## src/design/tnsr_pkg.sv

```systemverilog
`timescale 1ns / 1ps
// ----------------------------------------------------------------------------
// tnsr_pkg
// Field widths, stream packing widths and controller/datapath interface types
// for the top-N score table.
// ----------------------------------------------------------------------------
package tnsr_pkg;

    localparam int SCORE_W   = 31;
    localparam int TAG_W     = 16;
    localparam int SLOT_W    = 5;
    localparam int RANK_W    = 6;
    localparam int S_TDATA_W = 48;
    localparam int M_TDATA_W = 64;

    typedef logic [SCORE_W-1:0] score_t;
    typedef logic [TAG_W-1:0]   tag_t;
    typedef logic [SLOT_W-1:0]  slot_t;
    typedef logic [RANK_W-1:0]  rank_t;

    typedef struct packed {
        logic load;     // input transfer: insert new entry, restart readout
        logic advance;  // output transfer: step to next slot
    } cmd_t;

    typedef struct packed {
        logic last;     // readout is on the bottom slot
    } status_t;

endpackage

```

## src/design/tnsr_ctrl.sv

```systemverilog
`timescale 1ns / 1ps
// ----------------------------------------------------------------------------
// tnsr_ctrl
// Controller: alternates between waiting for an entry and streaming the table.
// ----------------------------------------------------------------------------
module tnsr_ctrl (
    input  logic              aclk,
    input  logic              aresetn,
    input  logic              s_tvalid,
    output logic              s_tready,
    output logic              m_tvalid,
    input  logic              m_tready,
    input  tnsr_pkg::status_t status,
    output tnsr_pkg::cmd_t    cmd
);
    import tnsr_pkg::*;

    localparam logic ST_IDLE   = 1'b0;
    localparam logic ST_STREAM = 1'b1;

    logic state_reg;
    logic state_next;

    assign s_tready    = (state_reg == ST_IDLE);
    assign m_tvalid    = (state_reg == ST_STREAM);
    assign cmd.load    = s_tvalid && s_tready;
    assign cmd.advance = m_tvalid && m_tready;

    always_comb begin
        state_next = state_reg;
        case (state_reg)
            ST_IDLE: begin
                if (cmd.load) begin
                    state_next = ST_STREAM;
                end
            end
            ST_STREAM: begin
                if (cmd.advance && status.last) begin
                    state_next = ST_IDLE;
                end
            end
            default: begin
                state_next = ST_IDLE;
            end
        endcase
    end

    always_ff @(posedge aclk) begin
        if (!aresetn) begin
            state_reg <= ST_IDLE;
        end else begin
            state_reg <= state_next;
        end
    end

endmodule

```

## src/design/tnsr_dp.sv

```systemverilog
`timescale 1ns / 1ps
// ----------------------------------------------------------------------------
// tnsr_dp
// Datapath: sorted score/tag table with stable insertion, readout
// slot counter and running competition rank.
// ----------------------------------------------------------------------------
module tnsr_dp #(
    parameter int ENTRIES = 8
) (
    input  logic              aclk,
    input  logic              aresetn,
    input  tnsr_pkg::cmd_t    cmd,
    input  tnsr_pkg::score_t  new_score,
    input  tnsr_pkg::tag_t    new_tag,
    output tnsr_pkg::status_t status,
    output tnsr_pkg::slot_t   slot,
    output tnsr_pkg::rank_t   entry_rank,
    output tnsr_pkg::score_t  entry_score,
    output tnsr_pkg::tag_t    entry_tag
);
    import tnsr_pkg::*;

    localparam int CW = $clog2(ENTRIES);

    score_t         score_reg [ENTRIES];
    tag_t           tag_reg   [ENTRIES];
    score_t         score_next[ENTRIES];
    tag_t           tag_next  [ENTRIES];
    logic [ENTRIES-1:0] ge;
    logic [CW-1:0]  cnt_reg;
    logic [CW-1:0]  cnt_inc;
    rank_t          rank_reg;

    // table is kept sorted; ge is a run of ones from the top
    always_comb begin
        for (int i = 0; i < ENTRIES - 1; i++) begin
            ge[i] = (score_reg[i] >= new_score);
        end
        ge[ENTRIES-1] = 1'b0;  // bottom slot is always replaced
        score_next[0] = ge[0] ? score_reg[0] : new_score;
        tag_next[0]   = ge[0] ? tag_reg[0]   : new_tag;
        for (int i = 1; i < ENTRIES; i++) begin
            if (ge[i]) begin
                score_next[i] = score_reg[i];
                tag_next[i]   = tag_reg[i];
            end else if (ge[i-1]) begin
                score_next[i] = new_score;
                tag_next[i]   = new_tag;
            end else begin
                score_next[i] = score_reg[i-1];
                tag_next[i]   = tag_reg[i-1];
            end
        end
    end

    always_ff @(posedge aclk) begin
        if (!aresetn) begin
            for (int i = 0; i < ENTRIES; i++) begin
                score_reg[i] <= '0;
                tag_reg[i]   <= '0;
            end
        end else if (cmd.load) begin
            for (int i = 0; i < ENTRIES; i++) begin
                score_reg[i] <= score_next[i];
                tag_reg[i]   <= tag_next[i];
            end
        end
    end

    assign cnt_inc     = cnt_reg + 1'b1;
    assign status.last = (cnt_reg == CW'(ENTRIES - 1));

    // equal score shares the rank above, otherwise rank is position plus one
    always_ff @(posedge aclk) begin
        if (!aresetn) begin
            cnt_reg  <= '0;
            rank_reg <= RANK_W'(1);
        end else if (cmd.load) begin
            cnt_reg  <= '0;
            rank_reg <= RANK_W'(1);
        end else if (cmd.advance && !status.last) begin
            cnt_reg <= cnt_inc;
            if (score_reg[cnt_inc] != score_reg[cnt_reg]) begin
                rank_reg <= RANK_W'(cnt_reg) + RANK_W'(2);
            end
        end
    end

    assign slot        = SLOT_W'(cnt_reg);
    assign entry_rank  = rank_reg;
    assign entry_score = score_reg[cnt_reg];
    assign entry_tag   = tag_reg[cnt_reg];

endmodule

```

## src/design/top_n_score_table_with_rank_top.sv

```systemverilog
`timescale 1ns / 1ps
// ----------------------------------------------------------------------------
// top_n_score_table_with_rank_top
// Top-N score table, sorted by descending score, with competition ranking.
// Latency: first result is valid the cycle after the input transfer.
// Throughput: each entry is inserted, then with no output stall the table
// readout mux gives one result per cycle.
// Reset: synchronous active-low aresetn clears the table to all zero.
// ----------------------------------------------------------------------------
module top_n_score_table_with_rank_top #(
    parameter int ENTRIES = 8
) (
    input  logic                              aclk,
    input  logic                              aresetn,
    input  logic                              s_tvalid,
    output logic                              s_tready,
    input  logic [tnsr_pkg::S_TDATA_W-1:0]    s_tdata,  // new_score, new_tag
    output logic                              m_tvalid,
    input  logic                              m_tready,
    output logic [tnsr_pkg::M_TDATA_W-1:0]    m_tdata,  // slot, entry_rank,
                                                         // entry_score, entry_tag
    output logic                              m_tlast
);
    import tnsr_pkg::*;

    cmd_t    cmd;
    status_t status;
    slot_t   slot;
    rank_t   entry_rank;
    score_t  entry_score;
    tag_t    entry_tag;

    tnsr_ctrl u_ctrl (
        .aclk     (aclk),
        .aresetn  (aresetn),
        .s_tvalid (s_tvalid),
        .s_tready (s_tready),
        .m_tvalid (m_tvalid),
        .m_tready (m_tready),
        .status   (status),
        .cmd      (cmd)
    );

    tnsr_dp #(
        .ENTRIES (ENTRIES)
    ) u_dp (
        .aclk        (aclk),
        .aresetn     (aresetn),
        .cmd         (cmd),
        .new_score   (s_tdata[SCORE_W-1:0]),
        .new_tag     (s_tdata[SCORE_W+TAG_W-1:SCORE_W]),
        .status      (status),
        .slot        (slot),
        .entry_rank  (entry_rank),
        .entry_score (entry_score),
        .entry_tag   (entry_tag)
    );

    assign m_tdata = {{(M_TDATA_W-SLOT_W-RANK_W-SCORE_W-TAG_W){1'b0}},
                      entry_tag, entry_score, entry_rank, slot};
    assign m_tlast = status.last;

    a_no_overlap: assert property (@(posedge aclk) disable iff (!aresetn)
        !(s_tready && m_tvalid))
        else $error("input ready while streaming");

    a_first_result: assert property (@(posedge aclk) disable iff (!aresetn)
        s_tvalid && s_tready |=> m_tvalid && (slot == '0) && (entry_rank == RANK_W'(1)))
        else $error("readout did not restart at top slot");

    a_end_of_run: assert property (@(posedge aclk) disable iff (!aresetn)
        m_tvalid && m_tready && m_tlast |=> s_tready)
        else $error("not idle after last transfer");

    a_rank_bound: assert property (@(posedge aclk) disable iff (!aresetn)
        m_tvalid |-> (entry_rank <= ({1'b0, slot} + RANK_W'(1))))
        else $error("rank exceeds position");

endmodule
```

## config.mk

```make
export PLATFORM = sky130hd
export DESIGN_NAME = top_n_score_table_with_rank_top
export DESIGN_NICKNAME = d
export VERILOG_FILES = /design/src/design/tnsr_pkg.sv /design/src/design/tnsr_ctrl.sv /design/src/design/tnsr_dp.sv /design/src/design/top_n_score_table_with_rank_top.sv
export SDC_FILE = /design/constraint.sdc
export NUM_CORES = 1
export LEC_CHECK = 0
export BUFFER_PORTS_ARGS = -buffer_cell sky130_fd_sc_hd__buf_4
export CAP_MARGIN = 10
export CELL_PAD_IN_SITES_DETAIL_PLACEMENT = 1
export CELL_PAD_IN_SITES_GLOBAL_PLACEMENT = 1
export CORE_AREA = 2 2 270 272
export DETAILED_ROUTE_END_ITERATION = 7
export DIE_AREA = 0 0 272 274
export GPL_TIMING_DRIVEN = 0
export PLACE_DENSITY = 0.73
export SLEW_MARGIN = 20
export SYNTH_ARGS = -nofsm -noshare
export SYNTH_HDL_FRONTEND = slang
export SYNTH_SLANG_ARGS = --single-unit
```

## constraint.sdc

```tcl
create_clock -name aclk -period 7 [get_ports aclk]
set_input_delay 0.7 -clock aclk [delete_from_list [all_inputs] [get_ports aclk]]
set_output_delay 0.7 -clock aclk [all_outputs]
set_load 0.02 [all_outputs]
```

==> Yosys cells after proc, flatten, opt, wreduce, memory -nomap -nowiden <==
Memories as Yosys holds them, arrays and structs flattened. A register that Yosys moved wholly into a read port is not among the register bits.
Cells that the tools add are included.
{ "op_classes": {"n_addsub": 2, "order_cmp": 7, "eq_ne": 2, "muxes": 54, "n_bitwise": 18, "n_reduce_logical": 7} }
{ "op_table": {"columns": ["cell", "n"], "rows": [
  ["31-bit two-way mux", 22],
  ["16-bit two-way mux", 22],
  ["31-bit greater-or-equal comparator", 7],
  ["31-bit inequality test", 1],
  ["1-bit bitwise OR", 16],
  ["3-bit two-way mux", 4],
  ["1-bit two-way mux", 5],
  ["3-bit by 2-bit adder with 4-bit output, second input constant", 1],
  ["1-bit logical AND", 4],
  ["3-bit by 1-bit adder with 3-bit output, second input constant", 1],
  ["3-bit == test, second input constant", 1],
  ["1-bit NOT", 2],
  ["1-bit one-hot mux with 2 select lines", 1],
  ["2-bit AND reduction", 1],
  ["2-bit OR reduction", 1],
  ["1-bit zero test", 1]
]} }
{ "word_totals": {"register_bits": 10, "ramBits": 376, "input_bits": 52, "output_inout_bits": 67, "word_cells": 95, "mem_count": 2} }
{ "memory_table": {"columns": ["name", "depth", "word_bits", "rd", "rd_ports_with_merged_regs", "wr", "line_no", "rtl"], "rows": [
  ["u_dp.score_reg", 8, 31, 9, 1, 8, "tnsr_dp.sv:25", "score_t score_reg [ENTRIES];"],
  ["u_dp.tag_reg", 8, 16, 8, 1, 8, "tnsr_dp.sv:26", "tag_t tag_reg [ENTRIES];"]
]} }

==> Longest topological paths before layout <==
{ "logic_depth": {"ltp_word": 6, "depth_mapped": 12, "ltp_nobuf": 10} }

==> Hierarchy <==
From an unflattened synthesis, not the netlist that was laid out.
{ "unflattened": {"hier_cells": 2486, "area_unflattened_um2": 27381.3} }
{ "modules_own_cells": {"columns": ["module", "n_inst", "cells_each", "area_per_inst_um2", "seq_area_each_um2"], "rows": [
  ["tnsr_dp", 1, 2473, 27277.4, 11491.0],
  ["tnsr_ctrl", 1, 6, 55.1, 20.0],
  ["top_n_score_table_with_rank_top", 1, 7, 48.8, 0.0]
]} }

==> Worst setup path before layout <==
Ideal clock, no wire load.
{ "synth_path": {"path_type": "input port to flip-flop", "start": "in s_tdata[8] in the netlist's numbering", "end": "mem u_dp.score_reg[6][0] in the netlist's numbering (enable)", "setup_ps": 517, "arrival_ps": 6153, "t_required_ps": 6483, "path_slack_ps": 331, "stages": 12, "path_buffers": 2, "cell_sequence": "inv_1 > ha_1 > a21o_1 > a21o_1 > a221o_1 > a2111oi_0 > o311ai_1 > nand2_1 > a31oi_1 > buf_2 > buf_4 > o21ai_0"} }
{ "synth_rtl": {"columns": ["item", "line_no", "rtl"], "rows": [
  ["from (decl)", "top_n_score_table_with_rank_top.sv:17", "input logic [tnsr_pkg::S_TDATA_W-1:0] s_tdata,"],
  ["to (decl)", "tnsr_dp.sv:25", null]
]} }

==> flow_summary.ini <==
[outcome]
status = complete, no violations

[clocking]
clk_pin_slew_worst_paths_ps = 60
htreeDepth = 2
tritoncts = yes
clk_path_buf_depth = 3
insertion_delay_ps = 620
post-cts-setup-buffers = 0
cts_resized = 0
cts_root_buffer = clkbuf_16
cts_sinks = 387
cts_buffers = 50
hold_buffers = 0

[grt]
overflow = 0
antenna_found_initial = 4
grt_max_degree = 38
grt_pass1_wl_mm = 187
grt_pass1_vias = 26400
grt_use_total_pct = 34.9

[placed_design]
gp_congestion = 0.972
place_area_sq_mm = 0.0308
dp_hpwl_mm = 95.6
place.port_buffers = 106

[timing]
max_freq_ghz = 0.188
finalSetupViolCount = 0
hold_viol = 0
fin_crit_sh_pct = 76.1
relSlewSlack_pct = 17.8
drv_slew = 0
period_minus_slack_ps = 5330
worst-slew-pin-transition_ps = 1230
rsz0062_at_grt = false
skew_ps = 16.2

[synth]
yosys_warnings = 0
dominantRegCellSynth = edfxtp_1
synth_area_per_cell_sq_um = 10.8
synth_area_sq_mm = 0.0284
ys_seq_area_share_pct = 40.5
postSynth.asyncResetShare_pct = 0
synthCells = 2624
ys_ff_latch = 387
synth_cell_type_count = 51
synth_edf_count = 376

[cells_and_area]
largest_reg_flops = 248
utilization_pct = 45.1
nets = 3076
final_area_sq_mm = 0.0324
fillers = 7818
layout-drive-gt1-share_pct = 15.2
syn_to_final_growth_pct = 14.2

[die]
start_util_pct = 39.5
ios = 119
die_y_um = 274
num_rows = 99
core_region_area_sq_mm = 0.0720
fp.dieW_um = 272
die_area_sq_mm = 0.0745

[pwr]
power_uw = 7910
powerDensity_mw_per_mm2 = 244
power_leakage_uw = 0.0133
ir_drop_mv = 0.161

[setup_path]
arrival_ps = 5650
crit_path_start_kind = input port
required_ps = 7320
end_kind = flip-flop
worstSetupPathType = input port to flip-flop
crit_fanout = 10

[routing]
drc_errors = 0
drtAntennaViolNets = 0
vias = 25400
drt-vias-per-instance = 6.68
first_pass_iters = 6
wirelength_mm = 132
drt_iter0_markers = 3277
wl_per_cell_um = 34.7

[hold_path]
hp-class = input port to flip-flop

[run]
cap_violations = 0
[critical path, cell delays in order]
cell and delay (ps):
buf_4 150, inv_1 330, ha_1 320, and4_1 270, nor2b_1 230, a221oi_1 980, o21a_1 240, o21ai_1 80
a21o_1 240, clkbuf_1 400, clkbuf_1 480, o31ai_4 790, buf_8 240, buf_8 150
[metal layers]
metal | vias to the layer above | wire [um] | GRT usage (%)
met4 | 2 | 9030 | 21.3
met3 | 406 | 11800 | 7.43
li1 | 10400 | - | -
met2 | 1465 | 59800 | 55.7
met5 | - | 17 | 0
met1 | 13100 | 51300 | 43.5
[cell usage after synthesis (all sizes together), types with 46 or more instances]
| master | instances | area (sq um) |
|---|---|---|
| a21o | 66 | 495 |
| a21oi | 100 | 500 |
| a41oi | 47 | 412 |
| buf | 87 | 523 |
| clkbuf | 115 | 432 |
| edfxtp | 376 | 11300 |
| ha | 220 | 2750 |
| inv | 89 | 334 |
| mux2i | 384 | 3840 |
| mux4 | 98 | 2210 |
| nand2 | 304 | 1140 |
| nand3 | 114 | 571 |
| nand4 | 46 | 288 |
| nor2 | 123 | 462 |
| o21ai | 110 | 551 |
| o22ai | 59 | 369 |
| o311ai | 48 | 420 |
| or3 | 76 | 475 |
[layout by cell type, fill, tap and decap left out, types with 6 or more instances in the layout]
cell	count
inv_1	89
clkbuf_16	53
clkbuf_1	125
nand2_1	302
nor2b_1	18
clkinv_1	6
o21ai_0	106
a21oi_1	100
mux2i_1	384
or3_1	76
clkinv_2	7
a21o_1	63
o311ai_1	9
o211ai_1	6
nand4_1	46
nor2_1	123
a41oi_1	47
buf_1	8
and3_1	6
and4_1	6
o22ai_1	59
nand2b_1	8
a211oi_1	6
nand3_1	114
o311ai_0	39
mux2_2	16
mux4_2	98
conb_1	10
or2_2	32
o21a_1	12
ha_1	220
buf_6	10
buf_2	52
buf_4	125
edfxtp_1	376
dfxtp_1	11
[per-stage QoR]
stage               setup slack, ps  hold slack [ps]  std cells  setup TNS [ps]
global placement              -6220              466       3698         -469610
finish                         1670              295       3804               0
CTS                            1840              278       3803               0
detailed placement             1210              481       3711               0
global route                   1700              301       3803               0
floorplan                       331              554       2633               0
[path summary, 6_finish.rpt]
check	start	endpoint	slack, ps	cells after the start
min	m_tready	u_ctrl.m_tvalid	290	2
max reg2reg	u_dp.score_reg[0][10]	u_dp.tag_reg[0][2]	1720	12
max	s_tdata[9]	u_dp.tag_reg[0][2]	1670	14
min reg2reg	u_dp.entry_rank[2]	u_dp.entry_rank[2]	480	2
[where the power goes]
| group | switching [uW] | total [uW] | internal (uW) |
|---|---|---|---|
| Combinational | 1300 | 2050 | 748 |
| Clock | 1130 | 2700 | 1570 |
| Sequential | 281 | 3160 | 2880 |
| Total | 2710 | 7910 | 5190 |
[final cells by class]
class	instances	area [sq um]	share of cell area, %
antenna	1	2.50	0.00771
buffer	202	955	2.94
clock buffer	67	1420	4.37
clock inverter	25	236	0.729
inverter	89	334	1.03
multi-input combinational	1955	15700	48.5
sequential	387	11500	35.5
tap	959	1200	3.70
timing repair buffer	119	1050	3.25
[kinds of logic (layout without fill, tap and decap cells)]
group / after synthesis / after routing / synth area share, %
buf+inv: 291 / 502 / 4.53
xor+xnor: 4 / 4 / 0.123
fa+ha+maj: 220 / 220 / 9.68
mux: 498 / 498 / 21.9
flops: 387 / 387 / 40.5
simple gates: 747 / 747 / 12.3
compound gates: 476 / 476 / 11.0
other cells: 1 / 11 / 0.0132
Power figures use the tool's default switching activity.
